==> src/assert_macros.svh <==
// assertion macros used by the rtl top level
`ifndef ASSERT_MACROS_SVH
`define ASSERT_MACROS_SVH

`ifndef SYNTHESIS

// property must hold at every clock edge outside reset
`define ASSERT_CLK(lbl, clk, rst_n, prop) \
  lbl: assert property (@(posedge clk) disable iff (!rst_n) (prop)) \
    else $error("assertion failed");

// expression must never be true at a clock edge outside reset
`define ASSERT_NEVER(lbl, clk, rst_n, expr) \
  lbl: assert property (@(posedge clk) disable iff (!rst_n) !(expr)) \
    else $error("forbidden condition seen");

`else

`define ASSERT_CLK(lbl, clk, rst_n, prop)
`define ASSERT_NEVER(lbl, clk, rst_n, expr)

`endif

`endif

==> src/irclt_pkg.sv <==
// types, character codes and command check helpers for the irc line tokenizer
`default_nettype none

package irclt_pkg;

  localparam logic [7:0] CH_COLON = 8'h3A;
  localparam logic [7:0] CH_SPACE = 8'h20;
  localparam logic [7:0] CASE_OFFSET = 8'h20;
  localparam logic [2:0] DIGIT_CMD_LEN = 3'd3;
  localparam logic [2:0] CMD_LEN_SAT = 3'd4;

  typedef enum logic [2:0] {
    ROLE_SEP      = 3'd0,
    ROLE_PREFIX   = 3'd1,
    ROLE_COMMAND  = 3'd2,
    ROLE_MIDDLE   = 3'd3,
    ROLE_TRAILING = 3'd4
  } role_e;

  typedef enum logic [1:0] {
    CMD_NONE  = 2'd0,
    CMD_ALPHA = 2'd1,
    CMD_DIGIT = 2'd2
  } cmd_kind_e;

  typedef struct packed {
    cmd_kind_e  kind;
    logic [2:0] len;
    logic       bad;
  } cmd_t;

  typedef struct packed {
    logic [7:0] out_byte;
    role_e      role;
    logic       token_first;
    logic [7:0] param_number;
    logic       line_done;
    logic       line_valid;
    logic       prefix_seen;
    logic [7:0] param_total;
    logic       param_overflow;
  } result_t;

  function automatic logic is_letter(logic [7:0] b);
    return (b >= 8'h41 && b <= 8'h5A) || (b >= 8'h61 && b <= 8'h7A);
  endfunction

  function automatic logic is_lower(logic [7:0] b);
    return b >= 8'h61 && b <= 8'h7A;
  endfunction

  function automatic logic is_digit(logic [7:0] b);
    return b >= 8'h30 && b <= 8'h39;
  endfunction

  // one command byte: classify on the first byte, then check the rest
  function automatic cmd_t cmd_feed(cmd_t c, logic [7:0] b);
    cmd_t r;
    r = c;
    if (c.len == 3'd0) begin
      if (is_letter(b)) begin
        r.kind = CMD_ALPHA;
      end else if (is_digit(b)) begin
        r.kind = CMD_DIGIT;
      end else begin
        r.bad = 1'b1;
      end
    end else begin
      case (c.kind)
        CMD_ALPHA: if (!is_letter(b)) r.bad = 1'b1;
        CMD_DIGIT: if (!is_digit(b)) r.bad = 1'b1;
        default:   r.bad = 1'b1;
      endcase
    end
    if (c.len < CMD_LEN_SAT) begin
      r.len = c.len + 3'd1;
    end
    return r;
  endfunction

endpackage

`default_nettype wire

==> src/irclt_core.sv <==
// line state registers and per-byte tagging logic of the irc line tokenizer
`default_nettype none

module irclt_core #(
  parameter int COUNT_BITS = 8
) (
  input  wire logic              clk_i,
  input  wire logic              rst_ni,
  input  wire logic              step_i,
  input  wire logic [7:0]        byte_i,
  input  wire logic              last_i,
  output irclt_pkg::result_t     res_o
);

  logic                  any_q, any_d;
  logic                  in_tok_q, in_tok_d;
  logic                  in_trail_q, in_trail_d;
  irclt_pkg::role_e      role_q, role_d;
  logic                  prefix_q, prefix_d;
  logic                  started_q, started_d;
  irclt_pkg::cmd_t       cmd_q, cmd_d;
  logic [COUNT_BITS-1:0] cnt_q, cnt_d;
  logic                  ovf_q, ovf_d;

  logic [COUNT_BITS-1:0] cnt_inc;
  logic                  ovf_inc;
  logic [COUNT_BITS-1:0] pnum;
  irclt_pkg::role_e      role;
  logic                  first;
  logic                  valid;

  // saturating parameter counter
  assign cnt_inc = (cnt_q == '1) ? cnt_q : cnt_q + COUNT_BITS'(1);
  assign ovf_inc = ovf_q | (cnt_q == '1);

  always_comb begin
    any_d      = any_q;
    in_tok_d   = in_tok_q;
    in_trail_d = in_trail_q;
    role_d     = role_q;
    prefix_d   = prefix_q;
    started_d  = started_q;
    cmd_d      = cmd_q;
    cnt_d      = cnt_q;
    ovf_d      = ovf_q;
    role       = irclt_pkg::ROLE_SEP;
    first      = 1'b0;
    pnum       = '0;

    if (in_trail_q || (in_tok_q && byte_i != irclt_pkg::CH_SPACE)) begin
      // continuing the current token
      role = role_q;
      if (role_q == irclt_pkg::ROLE_COMMAND) begin
        cmd_d = irclt_pkg::cmd_feed(cmd_q, byte_i);
      end
      if (role_q == irclt_pkg::ROLE_MIDDLE || role_q == irclt_pkg::ROLE_TRAILING) begin
        pnum = cnt_q;
      end
    end else if (byte_i == irclt_pkg::CH_SPACE) begin
      in_tok_d = 1'b0;
    end else begin
      first = 1'b1;
      if (!any_q) begin
        if (byte_i == irclt_pkg::CH_COLON) begin
          prefix_d = 1'b1;
          role_d   = irclt_pkg::ROLE_PREFIX;
        end else begin
          started_d = 1'b1;
          role_d    = irclt_pkg::ROLE_COMMAND;
          cmd_d     = irclt_pkg::cmd_feed(cmd_q, byte_i);
        end
        role = role_d;
      end else if (byte_i == irclt_pkg::CH_COLON) begin
        // trailing token, colon itself is dropped
        in_trail_d = 1'b1;
        if (!started_q) begin
          started_d = 1'b1;
          role_d    = irclt_pkg::ROLE_COMMAND;
        end else begin
          cnt_d  = cnt_inc;
          ovf_d  = ovf_inc;
          role_d = irclt_pkg::ROLE_TRAILING;
          pnum   = cnt_inc;
        end
        role = irclt_pkg::ROLE_SEP;
      end else begin
        if (!started_q) begin
          started_d = 1'b1;
          role_d    = irclt_pkg::ROLE_COMMAND;
          cmd_d     = irclt_pkg::cmd_feed(cmd_q, byte_i);
        end else begin
          cnt_d  = cnt_inc;
          ovf_d  = ovf_inc;
          role_d = irclt_pkg::ROLE_MIDDLE;
          pnum   = cnt_inc;
        end
        role = role_d;
      end
      any_d    = 1'b1;
      in_tok_d = 1'b1;
    end
  end

  assign valid = started_d && !cmd_d.bad && (cmd_d.len != 3'd0) &&
                 (cmd_d.kind == irclt_pkg::CMD_ALPHA ||
                  (cmd_d.kind == irclt_pkg::CMD_DIGIT &&
                   cmd_d.len == irclt_pkg::DIGIT_CMD_LEN));

  always_comb begin
    res_o              = '0;
    res_o.out_byte     = byte_i;
    if (role == irclt_pkg::ROLE_COMMAND && cmd_d.kind == irclt_pkg::CMD_ALPHA &&
        irclt_pkg::is_lower(byte_i)) begin
      res_o.out_byte = byte_i - irclt_pkg::CASE_OFFSET;
    end
    res_o.role         = role;
    res_o.token_first  = first;
    res_o.param_number = 8'(pnum);
    res_o.line_done    = last_i;
    if (last_i) begin
      res_o.line_valid     = valid;
      res_o.prefix_seen    = prefix_d;
      res_o.param_total    = 8'(cnt_d);
      res_o.param_overflow = ovf_d;
    end
  end

  // line state, cleared after the final byte of a line
  always_ff @(posedge clk_i or negedge rst_ni) begin
    if (!rst_ni) begin
      any_q      <= 1'b0;
      in_tok_q   <= 1'b0;
      in_trail_q <= 1'b0;
      role_q     <= irclt_pkg::ROLE_SEP;
      prefix_q   <= 1'b0;
      started_q  <= 1'b0;
      cmd_q      <= '{kind: irclt_pkg::CMD_NONE, len: 3'd0, bad: 1'b0};
      cnt_q      <= '0;
      ovf_q      <= 1'b0;
    end else if (step_i) begin
      if (last_i) begin
        any_q      <= 1'b0;
        in_tok_q   <= 1'b0;
        in_trail_q <= 1'b0;
        role_q     <= irclt_pkg::ROLE_SEP;
        prefix_q   <= 1'b0;
        started_q  <= 1'b0;
        cmd_q      <= '{kind: irclt_pkg::CMD_NONE, len: 3'd0, bad: 1'b0};
        cnt_q      <= '0;
        ovf_q      <= 1'b0;
      end else begin
        any_q      <= any_d;
        in_tok_q   <= in_tok_d;
        in_trail_q <= in_trail_d;
        role_q     <= role_d;
        prefix_q   <= prefix_d;
        started_q  <= started_d;
        cmd_q      <= cmd_d;
        cnt_q      <= cnt_d;
        ovf_q      <= ovf_d;
      end
    end
  end

endmodule

`default_nettype wire

==> src/irc_line_tokenizer.sv <==
// irc line tokenizer top level: input register, tagging core, result register
//
// Takes one IRC message line (CR LF removed) one byte per transaction and
// returns one tagged byte per transaction: the byte itself (command letters
// uppercased), its role (separator or dropped colon, prefix, command, middle
// or trailing parameter), a token-start flag and the parameter index. The
// transaction carrying the final byte (tlast) also reports whether the
// command is valid (all letters, or exactly three digits), whether a prefix
// was seen, and the saturating parameter count with its overflow flag.
// Throughput is one byte per clock cycle while m_axis_tready does not stall
// the pipeline; a byte passes the input register and the core into the
// result register, which offers it. The per-byte state update is a loop
// inside the core; the input register stalls only while it is full and the
// result register is held by a deasserted m_axis_tready.
`default_nettype none
`include "assert_macros.svh"

module irc_line_tokenizer #(
  parameter int COUNT_BITS = 8
) (
  input  wire logic        clk_i,
  input  wire logic        rst_ni,
  // input stream
  input  wire logic        s_axis_tvalid,
  output      logic        s_axis_tready,
  input  wire logic [7:0]  s_axis_tdata,   // [7:0] in_byte
  input  wire logic        s_axis_tlast,   // line_end
  // result stream
  output      logic        m_axis_tvalid,
  input  wire logic        m_axis_tready,
  // [7:0] out_byte, [10:8] role, [11] token_first, [19:12] param_number,
  // [20] line_valid, [21] prefix_seen, [29:22] param_total,
  // [30] param_overflow, [31] zero
  output      logic [31:0] m_axis_tdata,
  output      logic        m_axis_tlast    // line_done
);

  // input register
  logic               in_valid_q;
  logic [7:0]         in_byte_q;
  logic               in_last_q;

  // result register
  logic               out_valid_q;
  irclt_pkg::result_t out_res_q;
  irclt_pkg::result_t core_res;

  logic advance;

  // the pipeline moves whenever the result register is free or being drained
  assign advance       = !out_valid_q || m_axis_tready;
  assign s_axis_tready = !in_valid_q || advance;

  always_ff @(posedge clk_i or negedge rst_ni) begin
    if (!rst_ni) begin
      in_valid_q <= 1'b0;
    end else if (s_axis_tready) begin
      in_valid_q <= s_axis_tvalid;
    end
  end

  always_ff @(posedge clk_i) begin
    if (s_axis_tvalid && s_axis_tready) begin
      in_byte_q <= s_axis_tdata;
      in_last_q <= s_axis_tlast;
    end
  end

  // state is committed only when the tagged byte moves into the result register
  irclt_core #(
    .COUNT_BITS (COUNT_BITS)
  ) u_core (
    .clk_i  (clk_i),
    .rst_ni (rst_ni),
    .step_i (in_valid_q && advance),
    .byte_i (in_byte_q),
    .last_i (in_last_q),
    .res_o  (core_res)
  );

  always_ff @(posedge clk_i or negedge rst_ni) begin
    if (!rst_ni) begin
      out_valid_q <= 1'b0;
    end else if (advance) begin
      out_valid_q <= in_valid_q;
    end
  end

  always_ff @(posedge clk_i) begin
    if (advance && in_valid_q) begin
      out_res_q <= core_res;
    end
  end

  assign m_axis_tvalid = out_valid_q;
  assign m_axis_tlast  = out_res_q.line_done;
  assign m_axis_tdata  = {1'b0,
                          out_res_q.param_overflow,
                          out_res_q.param_total,
                          out_res_q.prefix_seen,
                          out_res_q.line_valid,
                          out_res_q.param_number,
                          out_res_q.token_first,
                          out_res_q.role,
                          out_res_q.out_byte};

  // line summary fields are only populated on the final byte
  `ASSERT_CLK(a_summary_only_at_end, clk_i, rst_ni,
    (out_valid_q && !out_res_q.line_done) |->
      (out_res_q.param_total == 8'd0 && !out_res_q.line_valid &&
       !out_res_q.prefix_seen && !out_res_q.param_overflow))

  // only parameter bytes and the colon opening a trailing parameter carry an index
  `ASSERT_CLK(a_pnum_only_in_params, clk_i, rst_ni,
    (out_valid_q && (out_res_q.role == irclt_pkg::ROLE_PREFIX ||
                     out_res_q.role == irclt_pkg::ROLE_COMMAND ||
                     (out_res_q.role == irclt_pkg::ROLE_SEP &&
                      !out_res_q.token_first))) |->
      (out_res_q.param_number == 8'd0))

  // input side stalls only behind a full, blocked pipeline
  `ASSERT_NEVER(a_no_needless_stall, clk_i, rst_ni,
    !s_axis_tready && !(in_valid_q && out_valid_q && !m_axis_tready))

endmodule

`default_nettype wire
==> config.mk <==
export PLATFORM = sky130hd
export DESIGN_NAME = irc_line_tokenizer
export DESIGN_NICKNAME = d
export VERILOG_FILES = /design/src/irclt_pkg.sv /design/src/irclt_core.sv /design/src/irc_line_tokenizer.sv
export VERILOG_INCLUDE_DIRS = /design/src /design/src/src
export SDC_FILE = /design/constraint.sdc
export NUM_CORES = 1
export LEC_CHECK = 0
export ABC_AREA = 1
export BUFFER_PORTS_ARGS = -buffer_cell sky130_fd_sc_hd__buf_2
export CORE_ASPECT_RATIO = 1.4
export CORE_MARGIN = 10
export CORE_UTILIZATION = 58
export CTS_BUF_LIST = sky130_fd_sc_hd__clkbuf_4
export DETAILED_ROUTE_END_ITERATION = 16
export PLACE_DENSITY = 0.93
export SLEW_MARGIN = 20
export SYNTH_ARGS = -nofsm -noshare
export SYNTH_HDL_FRONTEND = slang
export SYNTH_SLANG_ARGS = --single-unit
==> constraint.sdc <==
create_clock -name clk_i -period 3.2 [get_ports clk_i]
set_input_delay 0.64 -clock clk_i [delete_from_list [all_inputs] [get_ports clk_i]]
set_output_delay 0.64 -clock clk_i [all_outputs]
set_load 0.1 [all_outputs]
==> results of run 1 <==
==> through the flow <==
| step | total power [uW] | setup WS [ns] | utilization (%) | instance area [um2] |
|---|---|---|---|---|
| floorplan | 1980 | 0.392 | - | 3210 |
| global placement | 2160 | 1.11 | 64.8 | 3530 |
| detailed placement | 2200 | 1.06 | 64.8 | 3530 |
| CTS | 2820 | 1.06 | 67.8 | 3690 |
| global route | 2970 | 0.845 | 67.8 | 3690 |
| finish | 2820 | 1.03 | 67.8 | 3690 |
==> state kept, by name, indices dropped and copies added, names as in the netlist, 3 cells and up <==
name / count
in_byte_q: 8
m_axis_tdata: 31
u_core.cmd_q: 6
u_core.cnt_q: 8
u_core.role_q: 3
==> area by class of cell <==
cell class / instances / share of cell area [%]
clock inverter: 5 / 2.14
clock buffer: 11 / 2.24
multi-input combinational: 227 / 31.4
timing repair buffer: 49 / 6.85
sequential: 66 / 50.3
tap: 68 / 2.31
inverter: 47 / 4.78
==> cells in the final DEF, fill, tap and decap left out, drive strengths merged, types with 2 or more instances in the layout <==
| cell type | instances |
|---|---|
| a21oi | 14 |
| nor2 | 36 |
| xor2 | 2 |
| nor3 | 2 |
| nand2 | 86 |
| nand3 | 18 |
| clkinvlp | 2 |
| o211ai | 3 |
| bufinv | 2 |
| nand4 | 3 |
| clkbuf | 11 |
| ha | 8 |
| o21ai | 36 |
| o22ai | 10 |
| edfxtp | 41 |
| and2 | 2 |
| inv | 45 |
| dfrtp | 25 |
| buf | 49 |
| clkinv | 3 |
| a31oi | 2 |
==> worst max-delay path by stage <==
stage                         startpoint                        endpoint  slack [ns]
3_5_place_dp               m_axis_tready  m_axis_tdata[20]$_SDFFCE_PN0P_        1.06
5_1_grt           in_byte_q[6]$_DFFE_PP_       m_axis_tdata[6]$_DFFE_PP_        0.85
3_3_place_gp               m_axis_tready  m_axis_tdata[20]$_SDFFCE_PN0P_        1.11
4_1_cts           in_byte_q[6]$_DFFE_PP_       m_axis_tdata[6]$_DFFE_PP_        1.06
6_report          in_byte_q[6]$_DFFE_PP_       m_axis_tdata[6]$_DFFE_PP_        1.03
2_1_floorplan  m_axis_tvalid$_DFFE_PN0P_       m_axis_tdata[0]$_DFFE_PP_        0.39
==> per-layer routing <==
layer  track usage [%]  vias to the layer above  part of all wire, %
met5                 0                        -                    0
met1              16.3                     1228                   36
met3              6.40                       24                  7.7
met4              8.17                        0                  2.6
li1                  -                     1258                    -
met2              30.5                      135                   53
==> critical path: cells and delay by family, from the launching register on <==
family,cells,cell delay [ns]
compound gates,1,0.06
buf+inv,2,0.23
flops,1,0.48
simple gates,11,1.14
==> logic make-up (layout without fill, tap and decap cells) <==
| family | after synthesis | count (layout) | synth area share, % |
|---|---|---|---|
| xor gates and xnor gates | 3 | 3 | 0.819 |
| DFF | 66 | 66 | 57.9 |
| and+or+nand+nor | 148 | 148 | 20.2 |
| adders and majority gates | 8 | 8 | 3.12 |
| other | 1 | 1 | 0.117 |
| buffers and inverters | 51 | 112 | 6.08 |
| AOI/OAI and AO/OA | 67 | 67 | 11.8 |
==> where the power goes <==
| group | switching (uW) | internal [uW] | total (uW) | leakage (uW) |
|---|---|---|---|---|
| Sequential | 73.3 | 1040 | 1120 | 0.000737 |
| Combinational | 853 | 223 | 1080 | 0.000866 |
| Clock | 300 | 332 | 632 | 0.0000807 |
==> cell usage after synthesis, types with 5 or more instances <==
cell type / count / area (um2)
nand2_1: 82 / 308
edfxtp_1: 41 / 1230
inv_1: 40 / 150
nor2_1: 30 / 113
o21ai_0: 30 / 150
dfrtp_1: 25 / 626
nand3_1: 16 / 80.1
a21oi_1: 13 / 65.1
o22ai_1: 10 / 62.6
ha_1: 8 / 100
inv_2: 5 / 18.8
o21ai_1: 5 / 25.0
==> flow_summary.ini, run 1 <==
[min_path]
hold_path.class = in2async

[final_layout]
multi_input_area_um2 = 1160
final_cells = 473
fin_nets = 421
drive_gt1_share_pct = 20.5
fillCellCount = 431
antenna_cells = 0
area_growth_pct = 15.0
regArea_um2 = 1860

[clock_tree]
cts_setup_buffers = 0
cts_max_path_buffers = 2
clk_latency_ns = 0.42
post_cts_resized = 0
hold_buffers = 0
path_clk_slew_ns = 0.11
cts_tree = yes
numCtsBuffers = 9
htreeDepth = 3
root_buffer = clkbuf_4
clock_sinks = 66

[synthesis]
yosysSeqAreaShare_pct = 57.9
synth_edf_count = 41
synth_area_um2 = 3210
synth_ff_type = edfxtp_1
yosys_warnings = 0
ys_types = 33
syn_inst = 344
ys_seq_elements = 66
ys_async_sr_fraction_pct = 37.9
synth.avg_cell_area_um2 = 9.33
synthesis.nets = 365

[route]
postRouteAntennaNets = 0
wire_per_inst_um = 15.5
drc = 0
firstDrtPassIters = 5
routed_wl_mm = 7.31
vias = 2645
viasPerCell = 5.59
first_iter_violations = 261

[worst_setup_path]
reg2reg_to = m_axis_tdata[6]$_DFFE_PP_
start_kind = flop
ff2ff_setup_slack_ns = 1.03
crit_chain = inv_1 -> nand2_1 -> nor2_1 -> nand2_2 -> inv_2 -> nand2_1 -> nand2_1 -> nor2_1 -> nor2_2 -> nand2_1 -> nor2_2 -> nand3_2 -> nand2_1 -> o21ai_1
rr_worst_depth = 14
cpPeakStageDelay_ns = 0.48
crit_type = reg2reg
path_max_fanout = 6
end_kind = flop
timing.rr.start = in_byte_q[6]$_DFFE_PP_
cpMaxStageDelayCell = edfxtp_1
arrival_ns = 2.34
critPathRequiredTime_ns = 3.37
crit_path_frequent_cell = nand2_1

[timing]
slew_viol_final = 0
max_slew.worst_pin.slew_ns = 0.576
holdWs_ns = 0.198
fmax_ghz = 0.461
relSlewSlack_pct = 61.6
fin_tns_setup_ns = 0
fin_crit_ns = 2.17
finalSetupViolCount = 0
rsz0062_at_grt = no
period_share_pct = 67.8
final_hold_viol_count = 0
finalClockSkew_ns = 0.0152

[grt]
grt_pass1_vias = 2647
grt_usage_pct = 16.7
antenna_found_initial = 0
grt_max_degree = 26
grt_pass1_wl_mm = 12.2
grt_overflow = 0

[pwr]
peakVddDrop_uv = 558
power.leakage_uw = 0.00168
powerDensity_nw_per_um2 = 765

[placement]
io_buffers = 46
dpl.cell_count = 457
place_congestion = 0.937
dp_hpwl_mm = 5.35

[floorplanning]
die_y_um = 108
placementRows = 32
coreArea_um2 = 5450
io_pins = 48
fp.dieW_um = 82.9
dieArea_um2 = 8950
start_util_pct = 58.9

[outcome]
status = complete, no violations

[run]
timing.max_cap.violations = 0
Power figures use the tool's default switching activity.
==> run 2: changes to the inputs <==
--- a/config.mk
+++ b/config.mk
@@ -6,7 +6,7 @@
 export SDC_FILE = /design/constraint.sdc
 export NUM_CORES = 1
 export LEC_CHECK = 0
-export ABC_AREA = 1
+export ABC_AREA = 0
 export BUFFER_PORTS_ARGS = -buffer_cell sky130_fd_sc_hd__buf_2
 export CORE_ASPECT_RATIO = 1.4
 export CORE_MARGIN = 10
==> constraint.sdc (replaced) <==
create_clock -name clk_i -period 2 [get_ports clk_i]
set_input_delay 0.4 -clock clk_i [delete_from_list [all_inputs] [get_ports clk_i]]
set_output_delay 0.4 -clock clk_i [all_outputs]
set_load 0.1 [all_outputs]
==> run 2 against run 1 <==
  * Clock power grew 65%
  * Largest power group unchanged
  * Maximum frequency shrank 14%
  * Worst setup slack lost 1.6 ns
  * Largest cell class unchanged
  * Flip-flop and latch count is the same
  * The flow now finishes with violations (negative setup slack)
  * Power grew 49%
  * Cell count grew 4.0%
  * Non-clock buffer count grew 66
  * Global-route usage grew 2.5 points
  * Final area grew 20%
  * First-iteration DRC count grew 23%
  * Die area grew 1.9%
==> flow_summary.ini, run 2 <==
[floorplanning]
fp.dieW_um = 83.6
placementRows = 32
coreArea_um2 = 5530
dieArea_um2 = 9120
io_pins = 48
start_util_pct = 59.5
die_y_um = 109

[synthesis]
yosys.area.top_type = edfxtp_1
syn_inst = 306
synth.avg_cell_area_um2 = 10.7
ys_types = 56
ys_async_sr_fraction_pct = 37.9
synthTopCellsByArea = edfxtp_1 (37%), dfrtp_1 (19%), a21oi_1 (4.1%), nor2_1 (3.9%), o21ai_0 (3.2%)
yosys_warnings = 0
synth_area_um2 = 3290
synth_ff_type = edfxtp_1
synth_edf_count = 41
netlist_top_cells_count = edfxtp_1 (41), nor2_1 (34), a21oi_1 (27)
yosysMostFrequentCell = edfxtp_1
yosysSeqAreaShare_pct = 56.5
synthesis.nets = 327
synth_top_area_share_pct = 37.5
ys_seq_elements = 66

[pwr]
total_power_uw = 4210
power.leakage_uw = 0.00196
peakVddDrop_uv = 655
powerDensity_nw_per_um2 = 952

[worst_setup_path]
crit_family = compound AO/OA/AOI/OAI gates
rr_worst_depth = 7
cp.depth = 7
crit_buf_inv = 0
end_kind = flop
cpMaxStageDelayCell = edfxtp_1
critPathRequiredTime_ns = 2.20
cpPeakStageDelay_ns = 0.50
crit_type = reg2reg
arrival_ns = 2.73
crit_chain = nor3b_2 -> o211ai_1 -> a311oi_2 -> o21ai_2 -> or2_4 -> a2111oi_4 -> a21oi_1
start_kind = flop
path_max_fanout = 5

[grt]
grt_pass1_wl_mm = 14.1
grt_usage_pct = 19.3
antenna_found_initial = 0
grt_overflow = 0
grt_pass1_vias = 3054
grt_max_degree = 26

[clock_tree]
root_buffer = clkbuf_4
path_clk_slew_ns = 0.11
numCtsBuffers = 9
clock_sinks = 66
cts_tree = yes
clk_latency_ns = 0.46
cts_max_path_buffers = 2
htreeDepth = 3

[run]
timing.max_cap.violations = 0

[final_layout]
drive_gt1_share_pct = 39.4
area_growth_pct = 34.4
final_common_cell = buf_4
fin_nets = 440
fin_area_um2 = 4420
final_cell_mix = buf_4 (60), buf_2 (46), edfxtp_1 (41)
fillCellCount = 291
largest_reg_flops = 31
final_cells = 492
antenna_cells = 0

[timing]
fin_crit_ns = 2.53
fin_ws_ns = -0.529
finalClockSkew_ns = 0.0303
period_share_pct = 126
finalSetupViolCount = 32
rsz0062_at_grt = yes
fmax_ghz = 0.395
fin_tns_setup_ns = -4.68
slew_viol_final = 0
final_hold_viol_count = 0
relSlewSlack_pct = 57.9
max_slew.worst_pin.slew_ns = 0.632

[route]
firstDrtPassIters = 5
vias = 3072
postRouteAntennaNets = 0
routed_wl_mm = 9.91
viasPerCell = 6.24
first_iter_violations = 321
drc = 0
wire_per_inst_um = 20.2

[min_path]
hold_path.class = in2reg
hold_depth = 1

[placement]
place_congestion = 0.928
dp_hpwl_mm = 6.13
io_buffers = 46
place_area_um2 = 3970
dpl.cell_count = 462

[outcome]
status = finished, violations left
violations = negative setup slack
run 2: worst register-to-register path, cell delays in order, from the launching register on:
cell,delay (ns)
edfxtp_1,0.50
nor3b_2,0.38
o211ai_1,0.19
a311oi_2,0.35
o21ai_2,0.14
or2_4,0.30
a2111oi_4,0.33
a21oi_1,0.12
run 2: logic make-up after synthesis:
logic type,Yosys count,synth area share (%)
and+or+nand+nor,106,16.8
xor gates and xnor gates,3,0.800
other,1,0.114
DFF,66,56.5
buffers and inverters,29,3.88
muxes,3,0.990
adders and majority gates,8,3.05
AOI/OAI and AO/OA,90,17.9
run 2: path summary, 6_finish.rpt:
kind | start | endpoint | slack, ns
worst max-delay path | in_byte_q[7]$_DFFE_PP_ | m_axis_tdata[6]$_DFFE_PP_ | -0.53
worst min-delay path | s_axis_tdata[4] | in_byte_q[4]$_DFFE_PP_ | 0.13
worst max register to register | in_byte_q[7]$_DFFE_PP_ | m_axis_tdata[6]$_DFFE_PP_ | -0.53
worst min register to register | in_valid_q$_DFFE_PN0N_ | m_axis_tvalid$_DFFE_PN0P_ | 0.52
max in group asynchronous | rst_ni | m_axis_tvalid$_DFFE_PN0P_ | 1.03
min in group asynchronous | rst_ni | u_core.any_q$_DFFE_PN0P_ | 0.48
run 2: routing by layer:
layer	global-route usage (%)	up-vias	share of wire, %
li1	-	1348	-
met5	0	-	0
met1	17.7	1438	32
met3	4.48	70	8.0
met2	35.1	216	53
met4	17.0	0	7.1
run 2: final cells by class:
type	instances	area [um2]	area share (%)
Clock buffer	9	67.6	1.53
Sequential cell	66	1860	42.1
Clock inverter	7	92.6	2.10
Inverter	16	60.1	1.36
Timing Repair Buffer	115	798	18.1
Tap cell	68	85.1	1.93
Multi-Input combinational cell	211	1450	32.9
run 2: repair_timing:
action                                 CTS  global route
hold buffers                             1             0
pin swaps                                7             8
setup endpoints to repair               30            31
setup buffers                            6             7
resized for setup                       12            38
endpoints found under the hold margin   25             0
run 2: per-stage QoR:
stage,worst slack [ns],util [%],hold slack [ns]
4_1_cts,-0.367,76.6,0.117
3_3_place_gp,-0.272,71.9,0.441
2_1_floorplan,-0.350,-,0.104
5_1_grt,-0.610,79.9,0.0990
3_5_place_dp,-0.381,71.9,0.447
6_report,-0.529,79.9,0.126
run 2: report_power, final:
group	total, uW	internal (uW)	leakage, uW	switching (uW)
Sequential	1690	1590	0.000732	98.0
Combinational	1480	507	0.00115	971
Clock	1040	503	0.0000800	536
Total	4210	2600	0.00196	1600
==> run 3: changes to the inputs <==
--- a/config.mk
+++ b/config.mk
@@ -13,7 +13,7 @@
 export CORE_UTILIZATION = 58
 export CTS_BUF_LIST = sky130_fd_sc_hd__clkbuf_4
 export DETAILED_ROUTE_END_ITERATION = 16
-export PLACE_DENSITY = 0.93
+export PLACE_DENSITY = 0.88
 export SLEW_MARGIN = 20
 export SYNTH_ARGS = -nofsm -noshare
 export SYNTH_HDL_FRONTEND = slang
==> run 3 against run 2 <==
  * The flow still finishes with violations (negative setup slack)
  * Worst setup slack improved by 0.027 ns
  * Worst hold slack gained 0.0011 ns
  * Utilization fell by 1.5 points
  * Final area fell by 1.9%
  * Flip-flop and latch count did not move
  * Clock-buffer cell count is the same
  * Cell count down 0.61%
  * Critical path type unchanged
  * Critical endpoint is now m_axis_tdata[20]$_SDFFCE_PN0P_
==> flow_summary.ini, run 3 (same netlist as run 2, synthesis figures left out) <==
[timing]
final_hold_viol_count = 0
rsz0062_at_grt = yes
finalSetupViolCount = 16
slew_viol_final = 0
max_slew.worst_pin.slew_ns = 0.638
finalClockSkew_ns = 0.0154
relSlewSlack_pct = 57.2
fin_ws_ns = -0.503
fmax_ghz = 0.400
period_share_pct = 125
fin_tns_setup_ns = -3.07
fin_crit_ns = 2.50

[run]
timing.max_cap.violations = 0

[pwr]
peakVddDrop_uv = 682
powerDensity_nw_per_um2 = 941
power.leakage_uw = 0.00189

[final_layout]
multi_input_area_um2 = 1440
fillCellCount = 332
fin_area_um2 = 4330
utilization_pct = 78.4
area_growth_pct = 31.8
regArea_um2 = 1860
drive_gt1_share_pct = 38.0
final_common_cell = buf_4
final_cells = 489
fin_nets = 437
antenna_cells = 0
final_cell_mix = buf_4 (61), buf_2 (46), edfxtp_1 (41)
largest_reg_flops = 31

[worst_setup_path]
arrival_ns = 2.82
crit_start = in_byte_q[3]$_DFFE_PP_
critPathRequiredTime_ns = 2.31
start_kind = flop
end_kind = flop
cpMaxStageDelayCell = edfxtp_1
cpPeakStageDelay_ns = 0.49
path_max_fanout = 6
crit_type = reg2reg
crit_chain = nor3_4 -> o211ai_1 -> a311oi_2 -> o21ai_4 -> buf_4 -> buf_6 -> o32a_1 -> and4bb_1
timing.rr.start = in_byte_q[3]$_DFFE_PP_

[floorplanning]
io_pins = 48
coreArea_um2 = 5530
placementRows = 32
fp.dieW_um = 83.6
die_y_um = 109
start_util_pct = 59.5
dieArea_um2 = 9120

[grt]
grt_pass1_vias = 3119
grt_max_degree = 26
grt_usage_pct = 19.8
grt_pass1_wl_mm = 14.5
grt_overflow = 0
antenna_found_initial = 0

[placement]
dp_hpwl_mm = 6.05
place_congestion = 0.952
place_area_um2 = 3960
io_buffers = 46
dpl.cell_count = 462

[clock_tree]
numCtsBuffers = 9
cts_max_path_buffers = 2
root_buffer = clkbuf_4
cts_tree = yes
path_clk_slew_ns = 0.11
clock_sinks = 66
htreeDepth = 3
clk_latency_ns = 0.45

[route]
postRouteAntennaNets = 0
wire_per_inst_um = 19.1
drc = 0
vias = 2994
viasPerCell = 6.12
routed_wl_mm = 9.34
first_iter_violations = 329
firstDrtPassIters = 5

[min_path]
hold_path.class = in2reg
min_from = s_axis_tdata[1]

[outcome]
status = finished, violations left
violations = negative setup slack
==> run 3: cell type report <==
class                           instances  area share, %
Sequential cell                        66           43.0
Inverter                               16           1.39
Clock buffer                            9           1.56
Clock inverter                          7           1.59
Tap cell                               68           1.96
Multi-Input combinational cell        211           33.3
Timing Repair Buffer                  112           17.2
==> run 3: repair_timing <==
action,CTS,global route
hold endpoints to repair,25,0
hold buffers,1,0
endpoints found under the setup margin,33,30
setup buffers,7,3
pin swaps,9,3
gates resized for setup,22,18
==> run 3: worst paths after layout <==
path	slack (ns)	cells after the start	end
min in group asynchronous	0.50	2	u_core.cnt_q[7]$_DFFE_PN0P_
worst min register to register	0.53	1	m_axis_tvalid$_DFFE_PN0P_
max in group asynchronous	1.03	2	m_axis_tvalid$_DFFE_PN0P_
worst min-delay path	0.13	1	in_byte_q[1]$_DFFE_PP_
worst max-delay path	-0.50	8	m_axis_tdata[20]$_SDFFCE_PN0P_
worst max register to register	-0.50	8	m_axis_tdata[20]$_SDFFCE_PN0P_
==> run 3: critical path, delay by kind of cell (launching register included) <==
kind / cells / cell delay (ns)
simple gates: 2 / 0.54
compound gates: 4 / 1.06
buf+inv: 2 / 0.29
flops: 1 / 0.49
==> run 3: metal layers <==
layer	wire, um	track usage (%)	up-vias
li1	-	-	1342
met1	3180	18.4	1415
met2	5070	37.2	181
met3	613	5.90	56
met4	480	12.1	0
met5	0	0	-
==> run 3: per-stage QoR <==
stage / worst slack, ns / hold slack [ns] / power, uW
after global placement: -0.324 / 0.433 / 2980
after CTS: -0.375 / 0.118 / 3980
after floorplan: -0.350 / 0.104 / 2630
after global routing: -0.574 / 0.106 / 4240
after detailed placement: -0.458 / 0.450 / 3020
final: -0.503 / 0.127 / 4080
==> run 3: power by group <==
part	total [uW]	internal [uW]	switching (uW)
sequential	1690	1590	94.3
clock	900	375	525
combinational	1490	510	981
